==> config.mk <==
export PLATFORM = sky130hd
export DESIGN_NAME = csv_record_field_parser_flat
export DESIGN_NICKNAME = d
export VERILOG_FILES = /design/src/rtl/csvp_pkg.sv /design/src/rtl/csvp_if.sv /design/src/rtl/csvp_front.sv /design/src/rtl/csvp_queue.sv /design/src/rtl/csvp_back.sv /design/src/rtl/csv_record_field_parser.sv /design/src/flat_wrapper.sv
export SDC_FILE = /design/constraint.sdc
export NUM_CORES = 1
export LEC_CHECK = 0
export ABC_AREA = 1
export BUFFER_PORTS_ARGS = -buffer_cell sky130_fd_sc_hd__buf_2
export CORE_MARGIN = 10
export CORE_UTILIZATION = 30
export CTS_CLUSTER_DIAMETER = 100
export DETAILED_ROUTE_END_ITERATION = 8
export HOLD_SLACK_MARGIN = 0.1
export PLACE_DENSITY = 0.51
export SYNTH_ARGS = -nofsm -noshare
export SYNTH_HDL_FRONTEND = slang
export SYNTH_SLANG_ARGS = --single-unit
==> constraint.sdc <==
create_clock -name clock -period 15.3 [get_ports clock]
set_input_delay 1.53 -clock clock [delete_from_list [all_inputs] [get_ports clock]]
set_output_delay 1.53 -clock clock [all_outputs]
set_load 0.05 [all_outputs]
==> src/rtl/csvp_pkg.sv <==
// ----------------------------------------------------------------------------
// CSV parser package
// Shared constants, command entry type and the strtoul digit step used by the
// CSV record field parser.
// ----------------------------------------------------------------------------
`default_nettype none

package csvp_pkg;

   localparam int MAX_FIELDS   = 32;
   localparam int COL_W        = 6;
   localparam int IDX_W        = 5;
   localparam int ACC_W        = 64;
   localparam int QUEUE_DEPTH  = 4;
   localparam int QPTR_W       = $clog2(QUEUE_DEPTH);

   // Field parse phases.
   localparam logic [2:0] PH_START  = 3'd0;
   localparam logic [2:0] PH_NUM    = 3'd1;
   localparam logic [2:0] PH_QNUM   = 3'd2;
   localparam logic [2:0] PH_QNUM_Q = 3'd3;
   localparam logic [2:0] PH_STR    = 3'd4;
   localparam logic [2:0] PH_STR_Q  = 3'd5;

   // Number scan phases.
   localparam logic [1:0] NP_WS     = 2'd0;
   localparam logic [1:0] NP_SIGN   = 2'd1;
   localparam logic [1:0] NP_DIGITS = 2'd2;
   localparam logic [1:0] NP_DONE   = 2'd3;

   // Characters.
   localparam logic [7:0] CH_TAB     = 8'h09;
   localparam logic [7:0] CH_NEWLINE = 8'h0A;
   localparam logic [7:0] CH_CR      = 8'h0D;
   localparam logic [7:0] CH_SPACE   = 8'h20;
   localparam logic [7:0] CH_QUOTE   = 8'h22;
   localparam logic [7:0] CH_PLUS    = 8'h2B;
   localparam logic [7:0] CH_COMMA   = 8'h2C;
   localparam logic [7:0] CH_MINUS   = 8'h2D;
   localparam logic [7:0] CH_ZERO    = 8'h30;
   localparam logic [7:0] CH_NINE    = 8'h39;

   // Configuration register indexes.
   localparam logic [7:0] CSR_FIELD_COUNT = 8'd0;
   localparam logic [7:0] CSR_STRING_MASK = 8'd1;

   // Largest accumulator value that can still take one more digit.
   localparam logic [ACC_W-1:0] ACC_LIMIT = 64'd1844674407370955161;

   typedef struct packed {
      logic [1:0]       nphase;
      logic [ACC_W-1:0] acc;
      logic             ovf;
      logic             neg;
   } num_state_type;

   localparam num_state_type NUM_CLEAR = '{nphase: NP_WS, acc: '0, ovf: 1'b0, neg: 1'b0};

   // One queue entry: every result that a single input transaction causes.
   // Order of issue is text byte, field word, then zero fill.
   typedef struct packed {
      logic             text_en;
      logic [7:0]       text_val;
      logic             word_en;
      logic [31:0]      word_val;
      logic [COL_W-1:0] col;
      logic             fill_en;
      logic [COL_W-1:0] cnt;
   } cmd_type;

   // One byte of a base-10 strtoul scan.
   function automatic num_state_type feed_number(num_state_type s, logic [7:0] b);
      num_state_type r;
      logic          digit;
      logic          space;
      logic [3:0]    d;
      r     = s;
      digit = (b >= CH_ZERO) && (b <= CH_NINE);
      space = (b == CH_SPACE) || ((b >= CH_TAB) && (b <= CH_CR));
      d     = b[3:0];
      case (s.nphase)
         NP_WS: begin
            if (!space) begin
               if ((b == CH_PLUS) || (b == CH_MINUS)) begin
                  r.neg    = (b == CH_MINUS);
                  r.nphase = NP_SIGN;
               end else begin
                  r.nphase = digit ? NP_DIGITS : NP_DONE;
               end
            end
         end
         NP_SIGN: begin
            r.nphase = digit ? NP_DIGITS : NP_DONE;
         end
         NP_DIGITS: begin
            if (!digit) r.nphase = NP_DONE;
         end
         default: begin
            r.nphase = NP_DONE;
         end
      endcase
      if ((r.nphase == NP_DIGITS) && (s.nphase != NP_WS || !space) && !s.ovf) begin
         if ((s.acc > ACC_LIMIT) || ((s.acc == ACC_LIMIT) && (d > 4'd5))) begin
            r.ovf = 1'b1;
         end else begin
            r.acc = (s.acc << 3) + (s.acc << 1) + {{(ACC_W-4){1'b0}}, d};
         end
      end
      return r;
   endfunction

endpackage

`default_nettype wire

==> src/rtl/csvp_if.sv <==
// ----------------------------------------------------------------------------
// CSV parser channel interfaces
// Valid/ready channels for input bytes, results and configuration writes.
// ----------------------------------------------------------------------------
`default_nettype none

interface csvp_req_if;
   logic       valid;
   logic       ready;
   logic [7:0] data_byte;
   logic       end_of_data;
   modport source (output valid, output data_byte, output end_of_data, input ready);
   modport sink   (input valid, input data_byte, input end_of_data, output ready);
endinterface

interface csvp_rsp_if;
   logic        valid;
   logic        ready;
   logic        kind;
   logic [4:0]  field_index;
   logic [31:0] word_value;
   logic [7:0]  text_byte;
   logic        row_end;
   logic        last;
   modport source (output valid, output kind, output field_index, output word_value,
                   output text_byte, output row_end, output last, input ready);
   modport sink   (input valid, input kind, input field_index, input word_value,
                   input text_byte, input row_end, input last, output ready);
endinterface

interface csvp_csr_if;
   logic        valid;
   logic        ready;
   logic [7:0]  index;
   logic [31:0] data;
   modport source (output valid, output index, output data, input ready);
   modport sink   (input valid, input index, input data, output ready);
endinterface

`default_nettype wire

==> src/rtl/csvp_front.sv <==
// ----------------------------------------------------------------------------
// CSV parser front end
// Accepts one byte per cycle while the command queue is not full, tracks field and
// number state, and turns each byte into at most one command entry for the back end.
// ----------------------------------------------------------------------------
`default_nettype none

module csvp_front (
   input  logic                      clock,
   input  logic                      reset,
   csvp_req_if.sink                  req_if,
   input  logic [5:0]                field_count,
   input  logic [31:0]               string_column_mask,
   input  logic                      queue_full,
   output logic                      push,
   output csvp_pkg::cmd_type         push_cmd
);
   import csvp_pkg::*;

   logic [2:0]       phase_ff,        phase_in;
   logic [COL_W-1:0] column_ff,       column_in;
   logic             line_started_ff, line_started_in;
   num_state_type    num_ff,          num_in;
   logic [31:0]      blk_len_ff,      blk_len_in;
   logic [31:0]      str_start_ff,    str_start_in;
   logic             str_nonempty_ff, str_nonempty_in;

   logic             accept;
   logic [7:0]       b;
   logic             is_line_end;
   logic [COL_W-1:0] eff_cnt;
   logic             is_str_phase;
   logic             fin_term;
   logic [31:0]      fin_val;
   num_state_type    feed_cur;
   num_state_type    feed_clr;
   logic             line_fin;
   logic [COL_W-1:0] fill_from;
   logic             finish_cur;
   logic             start_after;
   logic             start_now;
   logic             str_byte;
   logic [COL_W-1:0] scol;
   logic             scol_is_str;
   cmd_type          cmd;

   assign req_if.ready = !queue_full;
   assign accept       = req_if.valid && !queue_full;
   assign b            = req_if.data_byte;
   assign is_line_end  = req_if.end_of_data || (b == CH_NEWLINE);

   assign eff_cnt = (field_count == '0) ? COL_W'(1) :
                    (field_count > COL_W'(MAX_FIELDS)) ? COL_W'(MAX_FIELDS) : field_count;

   assign is_str_phase = (phase_ff == PH_STR) || (phase_ff == PH_STR_Q);
   assign fin_term     = is_str_phase && str_nonempty_ff;
   assign fin_val      = is_str_phase ? (str_nonempty_ff ? str_start_ff : 32'd0) :
                         num_ff.ovf   ? 32'd0 :
                         num_ff.neg   ? (32'd0 - num_ff.acc[31:0]) : num_ff.acc[31:0];

   assign feed_cur = feed_number(num_ff, b);
   assign feed_clr = feed_number(NUM_CLEAR, b);

   assign line_fin  = line_started_ff && (phase_ff != PH_START) && (column_ff < eff_cnt);
   assign fill_from = line_fin ? (column_ff + COL_W'(1)) : column_ff;

   // A field that starts right after a closing quote lands in the next column.
   assign scol        = ((phase_ff == PH_QNUM_Q) || (phase_ff == PH_STR_Q)) ?
                        (column_ff + COL_W'(1)) : column_ff;
   assign scol_is_str = (scol != '0) && !scol[COL_W-1] && string_column_mask[scol[IDX_W-1:0]];

   always_comb begin
      phase_in        = phase_ff;
      column_in       = column_ff;
      line_started_in = line_started_ff;
      num_in          = num_ff;
      blk_len_in      = blk_len_ff;
      str_start_in    = str_start_ff;
      str_nonempty_in = str_nonempty_ff;
      cmd             = '0;
      cmd.col         = column_ff;
      cmd.cnt         = eff_cnt;
      finish_cur      = 1'b0;
      start_after     = 1'b0;
      start_now       = 1'b0;
      str_byte        = 1'b0;

      if (accept) begin
         if (is_line_end) begin
            finish_cur  = line_fin;
            cmd.fill_en = line_started_ff && (fill_from < eff_cnt);
         end else begin
            line_started_in = 1'b1;
            case (phase_ff)
               PH_NUM: begin
                  if (b == CH_COMMA) finish_cur = 1'b1;
                  else num_in = feed_cur;
               end
               PH_QNUM: begin
                  if (b == CH_QUOTE) phase_in = PH_QNUM_Q;
                  else num_in = feed_cur;
               end
               PH_QNUM_Q: begin
                  if (b == CH_QUOTE) begin
                     num_in   = feed_cur;
                     phase_in = PH_QNUM;
                  end else begin
                     finish_cur  = 1'b1;
                     start_after = (b != CH_COMMA);
                  end
               end
               PH_STR: begin
                  if (b == CH_QUOTE) phase_in = PH_STR_Q;
                  else str_byte = 1'b1;
               end
               PH_STR_Q: begin
                  if (b == CH_QUOTE) begin
                     str_byte = 1'b1;
                     phase_in = PH_STR;
                  end else begin
                     finish_cur  = 1'b1;
                     start_after = (b != CH_COMMA);
                  end
               end
               default: begin
                  start_now = 1'b1;
               end
            endcase
         end
      end

      if (str_byte) begin
         if (!str_nonempty_ff) begin
            str_nonempty_in = 1'b1;
            str_start_in    = blk_len_ff;
         end
         cmd.text_en  = 1'b1;
         cmd.text_val = b;
         blk_len_in   = blk_len_ff + 32'd1;
      end

      if (finish_cur) begin
         cmd.text_en     = fin_term;
         cmd.text_val    = '0;
         cmd.word_en     = 1'b1;
         cmd.word_val    = fin_val;
         blk_len_in      = blk_len_ff + {31'd0, fin_term};
         column_in       = column_ff + COL_W'(1);
         phase_in        = PH_START;
         num_in          = NUM_CLEAR;
         str_start_in    = '0;
         str_nonempty_in = 1'b0;
      end

      if ((start_after || start_now) && (scol < eff_cnt)) begin
         if (b == CH_QUOTE) begin
            phase_in = scol_is_str ? PH_STR : PH_QNUM;
         end else if (b == CH_COMMA) begin
            // A bare comma closes an empty numeric field.
            cmd.word_en  = 1'b1;
            cmd.word_val = '0;
            column_in    = scol + COL_W'(1);
         end else begin
            phase_in = PH_NUM;
            num_in   = feed_clr;
         end
      end

      if (accept && is_line_end) begin
         phase_in        = PH_START;
         num_in          = NUM_CLEAR;
         str_start_in    = '0;
         str_nonempty_in = 1'b0;
         column_in       = '0;
         line_started_in = 1'b0;
         if (req_if.end_of_data) blk_len_in = 32'd1;
      end
   end

   assign push     = accept && (cmd.text_en || cmd.word_en || cmd.fill_en);
   assign push_cmd = cmd;

   always_ff @(posedge clock) begin
      if (reset) begin
         phase_ff        <= PH_START;
         column_ff       <= '0;
         line_started_ff <= 1'b0;
         num_ff          <= NUM_CLEAR;
         blk_len_ff      <= 32'd1;
         str_start_ff    <= '0;
         str_nonempty_ff <= 1'b0;
      end else begin
         phase_ff        <= phase_in;
         column_ff       <= column_in;
         line_started_ff <= line_started_in;
         num_ff          <= num_in;
         blk_len_ff      <= blk_len_in;
         str_start_ff    <= str_start_in;
         str_nonempty_ff <= str_nonempty_in;
      end
   end

   a_column_needs_line: assert property (@(posedge clock) disable iff (reset)
      (column_ff != '0) |-> line_started_ff)
      else $error("column advanced without a started line");

   a_column_bound: assert property (@(posedge clock) disable iff (reset)
      column_ff <= COL_W'(MAX_FIELDS))
      else $error("column index beyond the field limit");

endmodule

`default_nettype wire

==> src/rtl/csvp_queue.sv <==
// ----------------------------------------------------------------------------
// CSV parser command queue
// Small first-in first-out buffer of command entries between front and back.
// ----------------------------------------------------------------------------
`default_nettype none

module csvp_queue (
   input  logic              clock,
   input  logic              reset,
   input  logic              push,
   input  csvp_pkg::cmd_type push_cmd,
   input  logic              pop,
   output csvp_pkg::cmd_type head,
   output logic              full,
   output logic              empty
);
   import csvp_pkg::*;

   cmd_type           mem_ff [QUEUE_DEPTH];
   logic [QPTR_W-1:0] wr_ptr_ff;
   logic [QPTR_W-1:0] rd_ptr_ff;
   logic [QPTR_W:0]   count_ff;

   assign full  = (count_ff == (QPTR_W+1)'(QUEUE_DEPTH));
   assign empty = (count_ff == '0);
   assign head  = mem_ff[rd_ptr_ff];

   always_ff @(posedge clock) begin
      if (push) mem_ff[wr_ptr_ff] <= push_cmd;
   end

   always_ff @(posedge clock) begin
      if (reset) begin
         wr_ptr_ff <= '0;
         rd_ptr_ff <= '0;
         count_ff  <= '0;
      end else begin
         if (push) wr_ptr_ff <= wr_ptr_ff + QPTR_W'(1);
         if (pop)  rd_ptr_ff <= rd_ptr_ff + QPTR_W'(1);
         count_ff <= count_ff + {{QPTR_W{1'b0}}, push} - {{QPTR_W{1'b0}}, pop};
      end
   end

   a_no_overrun: assert property (@(posedge clock) disable iff (reset)
      push |-> (!full || pop))
      else $error("command queue written while full");

   a_no_underrun: assert property (@(posedge clock) disable iff (reset)
      pop |-> !empty)
      else $error("command queue read while empty");

endmodule

`default_nettype wire

==> src/rtl/csvp_back.sv <==
// ----------------------------------------------------------------------------
// CSV parser back end
// Expands the head command into result transactions, one per cycle while the
// output is not stalled, into a registered output stage.
// ----------------------------------------------------------------------------
`default_nettype none

module csvp_back (
   input  logic              clock,
   input  logic              reset,
   input  csvp_pkg::cmd_type head,
   input  logic              empty,
   output logic              pop,
   csvp_rsp_if.source        rsp_if
);
   import csvp_pkg::*;

   localparam logic [1:0] SUB_TEXT = 2'd0;
   localparam logic [1:0] SUB_WORD = 2'd1;
   localparam logic [1:0] SUB_FILL = 2'd2;

   logic             started_ff;
   logic [1:0]       sub_ff;
   logic [COL_W-1:0] fill_col_ff;

   logic             rsp_valid_ff;
   logic             rsp_kind_ff;
   logic [IDX_W-1:0] rsp_idx_ff;
   logic [31:0]      rsp_word_ff;
   logic [7:0]       rsp_text_ff;
   logic             rsp_row_end_ff;
   logic             rsp_last_ff;

   logic             advance;
   logic [COL_W-1:0] fill_first;
   logic [1:0]       first_sub;
   logic [1:0]       sub;
   logic [COL_W-1:0] fcol;
   logic [COL_W-1:0] fcol_next;
   logic [1:0]       sub_in;
   logic             done;
   logic             res_kind;
   logic [IDX_W-1:0] res_idx;
   logic [31:0]      res_word;
   logic [7:0]       res_text;
   logic             res_row_end;

   assign advance    = !empty && (!rsp_valid_ff || rsp_if.ready);
   assign fill_first = head.word_en ? (head.col + COL_W'(1)) : head.col;
   assign first_sub  = head.text_en ? SUB_TEXT : (head.word_en ? SUB_WORD : SUB_FILL);
   assign sub        = started_ff ? sub_ff : first_sub;
   assign fcol       = started_ff ? fill_col_ff : fill_first;
   assign fcol_next  = fcol + COL_W'(1);

   always_comb begin
      res_kind    = 1'b0;
      res_idx     = head.col[IDX_W-1:0];
      res_word    = '0;
      res_text    = '0;
      res_row_end = 1'b0;
      sub_in      = SUB_FILL;
      done        = 1'b0;
      case (sub)
         SUB_TEXT: begin
            res_kind = 1'b1;
            res_text = head.text_val;
            if (head.word_en) sub_in = SUB_WORD;
            else done = !head.fill_en;
         end
         SUB_WORD: begin
            res_word    = head.word_val;
            res_row_end = ((head.col + COL_W'(1)) == head.cnt);
            done        = !head.fill_en;
         end
         default: begin
            res_idx     = fcol[IDX_W-1:0];
            res_row_end = (fcol_next == head.cnt);
            done        = !(fcol_next < head.cnt);
         end
      endcase
   end

   assign pop = advance && done;

   always_ff @(posedge clock) begin
      if (reset) begin
         started_ff   <= 1'b0;
         sub_ff       <= SUB_TEXT;
         fill_col_ff  <= '0;
         rsp_valid_ff <= 1'b0;
      end else if (advance) begin
         started_ff   <= !done;
         sub_ff       <= sub_in;
         fill_col_ff  <= (sub == SUB_FILL) ? fcol_next : fill_first;
         rsp_valid_ff <= 1'b1;
      end else if (rsp_if.ready) begin
         rsp_valid_ff <= 1'b0;
      end
   end

   always_ff @(posedge clock) begin
      if (advance) begin
         rsp_kind_ff    <= res_kind;
         rsp_idx_ff     <= res_idx;
         rsp_word_ff    <= res_word;
         rsp_text_ff    <= res_text;
         rsp_row_end_ff <= res_row_end;
         rsp_last_ff    <= done;
      end
   end

   assign rsp_if.valid       = rsp_valid_ff;
   assign rsp_if.kind        = rsp_kind_ff;
   assign rsp_if.field_index = rsp_idx_ff;
   assign rsp_if.word_value  = rsp_word_ff;
   assign rsp_if.text_byte   = rsp_text_ff;
   assign rsp_if.row_end     = rsp_row_end_ff;
   assign rsp_if.last        = rsp_last_ff;

   a_text_fields_clean: assert property (@(posedge clock) disable iff (reset)
      (rsp_valid_ff && rsp_kind_ff) |-> (!rsp_row_end_ff && (rsp_word_ff == '0)))
      else $error("string byte result carries word fields");

   a_head_held: assert property (@(posedge clock) disable iff (reset)
      started_ff |-> !empty)
      else $error("partly issued command left the queue");

endmodule

`default_nettype wire

==> src/rtl/csv_record_field_parser.sv <==
// ----------------------------------------------------------------------------
// CSV record field parser
// Parses CSV row text byte by byte into record field words and string block
// bytes, with numeric fields read as base-10 64-bit values.
// ----------------------------------------------------------------------------
//
//   Channel  Dir  Transaction contents
//   -------  ---  ------------------------------------------------------------
//   req_if   in   data_byte, end_of_data
//   rsp_if   out  kind, field_index, word_value, text_byte, row_end, last
//   csr_if   in   index (0 field_count, 1 string_column_mask), data
//
// One input transaction is taken per cycle while the command queue is not full;
// the front end does all per-byte parsing, including the 64-bit digit step,
// combinationally as the byte is accepted. The back end issues one result per
// cycle while rsp_if is not stalled, into a registered output stage, so the
// first result of an input passes through the command queue and then the
// output register before it is presented. A line end that has to zero-fill
// the row issues up to 32 results; the four-entry command queue absorbs input
// meanwhile and req_if.ready drops only when it is full.
// Reset is synchronous and returns configuration and parse state to defaults.
// ----------------------------------------------------------------------------
`default_nettype none

module csv_record_field_parser (
   input  logic        clock,
   input  logic        reset,
   csvp_req_if.sink    req_if,
   csvp_rsp_if.source  rsp_if,
   csvp_csr_if.sink    csr_if
);
   import csvp_pkg::*;

   // Configuration registers. Writes are always taken; software must keep the block
   // idle whenever it changes them (the block does not enforce this), and they feed the front end directly.
   logic [5:0]  field_count_ff;
   logic [31:0] string_mask_ff;

   logic        push;
   cmd_type     push_cmd;
   logic        pop;
   cmd_type     head;
   logic        queue_full;
   logic        queue_empty;

   assign csr_if.ready = 1'b1;

   always_ff @(posedge clock) begin
      if (reset) begin
         field_count_ff <= 6'd1;
         string_mask_ff <= '0;
      end else if (csr_if.valid) begin
         case (csr_if.index)
            CSR_FIELD_COUNT: field_count_ff <= csr_if.data[5:0];
            CSR_STRING_MASK: string_mask_ff <= csr_if.data;
            default: begin
            end
         endcase
      end
   end

   // The front end classifies each byte and records what it must emit as a
   // single command entry.
   csvp_front u_front (
      .clock              (clock),
      .reset              (reset),
      .req_if             (req_if),
      .field_count        (field_count_ff),
      .string_column_mask (string_mask_ff),
      .queue_full         (queue_full),
      .push               (push),
      .push_cmd           (push_cmd)
   );

   // The queue decouples parsing from result issue, so a long zero fill does
   // not stall the byte stream at once.
   csvp_queue u_queue (
      .clock (clock),
      .reset (reset),
      .push  (push),
      .push_cmd (push_cmd),
      .pop   (pop),
      .head  (head),
      .full  (queue_full),
      .empty (queue_empty)
   );

   // The back end walks each entry: text byte or terminator, field word, then
   // the zero words that complete a short row. The final result of an entry
   // carries last.
   csvp_back u_back (
      .clock  (clock),
      .reset  (reset),
      .head   (head),
      .empty  (queue_empty),
      .pop    (pop),
      .rsp_if (rsp_if)
   );

endmodule

`default_nettype wire

==> src/flat_wrapper.sv <==
// flat-port wrapper written by rule: the top's interface ports become plain ports
module csv_record_field_parser_flat import csvp_pkg::*;
  (clock, reset, req_if_valid, req_if_data_byte, req_if_end_of_data, req_if_ready, rsp_if_valid, rsp_if_kind, rsp_if_field_index, rsp_if_word_value, rsp_if_text_byte, rsp_if_row_end, rsp_if_last, rsp_if_ready, csr_if_valid, csr_if_index, csr_if_data, csr_if_ready);
  csvp_req_if req_if_i ();
  csvp_rsp_if rsp_if_i ();
  csvp_csr_if csr_if_i ();
  input  logic clock;
  input  logic reset;
  input wire logic [$bits(req_if_i.valid)-1:0] req_if_valid;
  input wire logic [$bits(req_if_i.data_byte)-1:0] req_if_data_byte;
  input wire logic [$bits(req_if_i.end_of_data)-1:0] req_if_end_of_data;
  output wire logic [$bits(req_if_i.ready)-1:0] req_if_ready;
  output wire logic [$bits(rsp_if_i.valid)-1:0] rsp_if_valid;
  output wire logic [$bits(rsp_if_i.kind)-1:0] rsp_if_kind;
  output wire logic [$bits(rsp_if_i.field_index)-1:0] rsp_if_field_index;
  output wire logic [$bits(rsp_if_i.word_value)-1:0] rsp_if_word_value;
  output wire logic [$bits(rsp_if_i.text_byte)-1:0] rsp_if_text_byte;
  output wire logic [$bits(rsp_if_i.row_end)-1:0] rsp_if_row_end;
  output wire logic [$bits(rsp_if_i.last)-1:0] rsp_if_last;
  input wire logic [$bits(rsp_if_i.ready)-1:0] rsp_if_ready;
  input wire logic [$bits(csr_if_i.valid)-1:0] csr_if_valid;
  input wire logic [$bits(csr_if_i.index)-1:0] csr_if_index;
  input wire logic [$bits(csr_if_i.data)-1:0] csr_if_data;
  output wire logic [$bits(csr_if_i.ready)-1:0] csr_if_ready;
  assign req_if_i.valid = req_if_valid;
  assign req_if_i.data_byte = req_if_data_byte;
  assign req_if_i.end_of_data = req_if_end_of_data;
  assign req_if_ready = req_if_i.ready;
  assign rsp_if_valid = rsp_if_i.valid;
  assign rsp_if_kind = rsp_if_i.kind;
  assign rsp_if_field_index = rsp_if_i.field_index;
  assign rsp_if_word_value = rsp_if_i.word_value;
  assign rsp_if_text_byte = rsp_if_i.text_byte;
  assign rsp_if_row_end = rsp_if_i.row_end;
  assign rsp_if_last = rsp_if_i.last;
  assign rsp_if_i.ready = rsp_if_ready;
  assign csr_if_i.valid = csr_if_valid;
  assign csr_if_i.index = csr_if_index;
  assign csr_if_i.data = csr_if_data;
  assign csr_if_ready = csr_if_i.ready;
  csv_record_field_parser u_core (.clock(clock), .reset(reset), .req_if(req_if_i), .rsp_if(rsp_if_i), .csr_if(csr_if_i));
endmodule
# Word level (Yosys, flattened, before mapping)
# Memories as Yosys holds them, arrays and structs flattened. A register that Yosys moved wholly into a read port is not among the register bits.
# Cells that the tools add are included.
[totals]
regBits = 246
ram_bits = 220
elab_cells = 228
output_inout_bits = 51
n_memories = 1
inputBits = 54
[op_classes]
n_addsub = 13
n_lt_le_gt_ge = 12
n_reduce_logical = 56
n_bitwise = 2
muxes = 96
eq_ne = 23
[mem_list]
columns = ["name", "words", "word_bits", "read_ports", "rd_ports_with_merged_regs", "wr", "line_no", "rtl"]
rows = [
  ["u_core.u_queue.mem_ff", 4, 55, 1, 1, 1, "csvp_queue.sv:19", "cmd_type mem_ff [QUEUE_DEPTH];"],
]
[op_table]
columns = ["op", "n"]
rows = [
  ["2-to-1 mux 68 bit", 9],
  ["2-to-1 mux 32 bit", 8],
  ["one-hot mux 68 bit (3 select lines)", 1],
  ["2-to-1 mux 33 bit", 3],
  ["2-to-1 mux 6 bit", 11],
  ["2-to-1 mux 65 bit", 1],
  ["adder 64 x 4 -> 64 bit", 1],
  ["adder 64 bit", 1],
  ["equality test 64 x 61 -> 1 bit (second input constant)", 1],
  ["greater-than comparator 64 x 61 -> 1 bit (second input constant)", 1],
  ["2-to-1 mux 64 bit", 1],
  ["2-to-1 mux 42 bit", 1],
  ["equality test 8 x 6 -> 1 bit (second input constant)", 5],
  ["2-to-1 mux 3 bit", 11],
  ["adder 32 x 1 -> 32 bit", 1],
  ["adder 32 x 1 -> 32 bit (second input constant)", 1],
  ["subtractor 1 x 32 -> 32 bit (first input constant)", 1],
  ["2-to-1 mux 1 bit", 30],
  ["adder 6 x 1 -> 6 bit (second input constant)", 4],
  ["< comparator 6 bit", 4],
  ["2-to-1 mux 2 bit", 10],
  ["logical AND 1 bit", 18],
  ["equality test 6 bit", 2],
  ["one-hot mux 3 bit (4 select lines)", 1],
  ["other kinds (38)", 75],
]

# Logic depth before layout (Yosys ltp)
[depth]
word_depth = 18
depth_mapped = 32
ltp_nobuf = 31

# Cells and area by module
# A second synthesis with hierarchy kept.
[hier_totals]
hier_cells = 3905
area_unflattened_um2 = 29318.1
[by_module_without_submodules]
columns = ["module", "cells_per_inst", "area_each_um2", "n_inst", "seq_area_each_um2"]
rows = [
  ["csvp_front", 2608, 15541.2, 1, 2862.7],
  ["csvp_queue", 696, 9026.2, 1, 6786.5],
  ["csvp_back", 348, 3045.4, 1, 1641.6],
  ["csv_record_field_parser", 253, 1705.4, 1, 760.7],
]

# Worst setup path before layout
# OpenSTA, ideal clock, no wires.
[synth_timing]
path_type = "input to register"
start = "input port req_if_data_byte[3]"
end = "memory u_core.u_queue.mem_ff[0][0] in the netlist's numbering, enable pin"
setup_ns = 0.469
slack_ns = 9.603
required_time_ns = 14.831
n_path_buf = 1
path_stages = 13
t_arrival_ns = 5.228
cell_sequence = "buf_2 nand2_1 nor2_2 a31oi_4 nor2_1 nand4_1 nand2_4 inv_4 nand2_2 nor2_1 nand2_1 inv_2 nor2_1"
[synth_lines]
columns = ["item", "line_no", "rtl"]
rows = [
  ["from (decl)", "flat_wrapper.sv:10", "input wire logic [$bits(req_if_i.data_byte)-1:0] req_if_data_byte;"],
  ["to (decl)", "csvp_queue.sv:19", ""],
]

==> impl_metrics.ini <==
[status]
outcome = complete, no violations

[yosys]
syn_avg_cell_area_um2 = 7.64
ys_types = 59
ys_async_sr_fraction_pct = 0
ys_ff_latch = 468
ys_warn_count = 0
synth-main-ff-cell = edfxtp_1
synth_edf_count = 268
synth_fp_nets = 3900
synth_area_mm2 = 0.0281
syn_inst = 3680
ys_seq_area_share_pct = 42.9

[grt]
grt_usage_pct = 15.7
grt_antenna_before_repair = 7
grt_pass1_vias = 23312
grt_first_pass_wirelength_mm = 136
grt-ovfl-total = 0
grt_max_degree = 94

[floorplan]
std_cell_rows = 112
design.core.area_mm2 = 0.0932
die_area_mm2 = 0.106
die_y_um = 326
die_w_um = 326
ios = 105
start_util_pct = 30.2

[sta]
setup_slack_ps = 9960
fin_skew_ps = 51.5
rsz0062_at_grt = no
maxSlewViolCount = 0
setup_viol = 0
finalCritPeriodShare_pct = 34.9
hold_viol = 0
max_freq_ghz = 0.187
worst_pin_slew_ps = 1130
layout_min_cycle_time_ps = 5340
tns_ps = 0
relSlewSlack_pct = 24.5

[cts]
cts_setup_buffers = 0
cts_tree = yes
cts-root-buf = clkbuf_16
htree_levels = 2
cts_sinks = 468
clk_pin_slew_ps = 60
cts_max_path_buffers = 3
cts_hold_buf = 0
clock_latency_ps = 640
cts_resized = 0
cts_buffers = 55

[placed_design]
hpwl_mm = 63.7
place_ws_ps = 9440
routabilityCongestion = 0.953
port_buffers = 103

[detailed_routing]
finalWirelength_mm = 86.9
dr.pass1.iters = 5
postRouteAntennaNets = 0
remaining_drc_errors = 0
routed_via_density = 4.85
drt-initial-drc-count = 1713
wl_per_cell_um = 17.2
vias = 24467

[finish]
finalNetCount = 3960
fill_cells = 9904
drive_gt1_share_pct = 7.53
syn_to_final_growth_pct = 13.3
insertedDiodeCount = 0
final_cell_mix = 693 x nand2_1, 649 x nor2_1, 365 x inv_1
final_common_cell = nand2_1

[critical_path]
cp-end-kind = register
start_kind = register
crit_type = register to register
required_ps = 15850
crit_path_top_delay_cell = buf_4
path_common_cell = nand2_1
cpPeakStageDelay_ps = 800
worstPathArrival_ps = 5890
crit_fanout = 93

[power_and_ir_drop]
cellLeakagePower_nw = 12.9
p_per_area_mw_per_mm2 = 126
totalPowerFinal_w = 0.00402
vdd_drop_max_v = 0.000104

[min_path]
hp-class = register to register

[job]
cap_viol_max_count = 0
## power by group
part           switching, W  internal [W]
Clock              0.000564      0.000841
Combinational      0.000834      0.000273
Sequential        0.0000375       0.00147
Total               0.00143       0.00258
## final cells by class
type / count / area (um^2) / area share, %
clock inverters: 41 / 504 / 1.58
inverters: 380 / 1430 / 4.49
flip-flops and latches: 468 / 12100 / 37.9
repair buffers: 123 / 666 / 2.09
multi-input cells: 2712 / 14200 / 44.5
well taps: 1254 / 1570 / 4.93
clock buffers: 62 / 1450 / 4.56
## worst max-delay path: cells and delay by family, from the launching register on
family / cells / cell delay, ps
DFF: 1 / 470
adders and majority gates: 6 / 1580
buffers and inverters: 5 / 1040
AOI/OAI and AO/OA: 4 / 490
and+or+nand+nor: 13 / 1640
## state kept, by name, summed over array words and instances, names as in the netlist, 3 cells and up, named ones only
register and flops:
u_core.u_queue.count_ff 3, u_core.u_back.rsp_if.field_index 5, u_core.u_back.rsp_if.word_value 32, u_core.u_front.str_start_ff 32, u_core.u_front.column_ff 6, u_core.u_front.blk_len_ff 32, u_core.u_front.phase_ff 3, u_core.string_mask_ff 32
u_core.u_front.num_ff 68, u_core.u_back.fill_col_ff 6, u_core.field_count_ff 6, u_core.u_back.rsp_if.text_byte 8, u_core.u_queue.mem_ff 220
## kinds of logic (layout without fill, tap and decap cells)
group	after synthesis	after routing	synth area share, %
adders and majority gates	166	166	7.47
DFF	468	468	42.9
other	1	1	0.0133
buffers and inverters	500	606	6.92
and+or+nand+nor	1695	1695	25.0
AOI/OAI and AO/OA	762	762	15.0
xor gates and xnor gates	88	88	2.74
## cell usage after synthesis (all sizes together) (6+ instances only)
cell type	n	share of area [%]
nor3	38	0.69
clkbuf	72	0.96
nor2	666	9.1
a211oi	48	1.3
xnor2	26	0.81
a21boi	13	0.35
ha	163	7.3
a31oi	11	0.30
nand4	39	0.87
o31ai	6	0.16
or2	9	0.20
xor2	62	1.9
a22oi	16	0.43
buf	48	0.88
o21ai	350	6.2
inv	379	5.1
dfxtp	200	14
edfxtp	268	29
a32oi	7	0.22
o211ai	13	0.35
nand2	704	9.6
a21oi	263	4.7
nand3b	13	0.35
o21bai	12	0.32
nand3	211	3.8
a21o	6	0.16
## metal layers
layer / vias up / track usage [%] / wire length [um]
met5: - / 0 / 16
met4: 2 / 4.16 / 2080
met3: 118 / 1.96 / 3340
met2: 472 / 26.5 / 40500
met1: 11391 / 21.1 / 41000
li1: 12484 / - / -
## stage by stage
stage | utilization [%] | hold slack (ps) | instances | cell area [um^2]
final | 34.2 | 466 | 5040 | 31800
after global routing | 34.2 | 492 | 5040 | 31800
after CTS | 34.2 | 469 | 5040 | 31800
after detailed placement | 32.1 | 460 | 4937 | 29900
after global placement | 32.1 | 456 | 4937 | 29900
after floorplan | - | 429 | 3680 | 28100
## worst paths after layout
kind / depth (start not counted) / slack, ps / endpoint / start
worst max-delay path: 28 / 9960 / u_core.u_queue.count_ff[2] / register
worst min-delay path: 2 / 470 / u_core.u_back.fill_col_ff[4] / u_core.u_back.fill_col_ff[4]
worst max register to register: 28 / 9960 / u_core.u_queue.count_ff[2] / register
worst min register to register: 2 / 470 / u_core.u_back.fill_col_ff[4] / u_core.u_back.fill_col_ff[4]
Note: power is estimated with default switching activity, not from simulation.
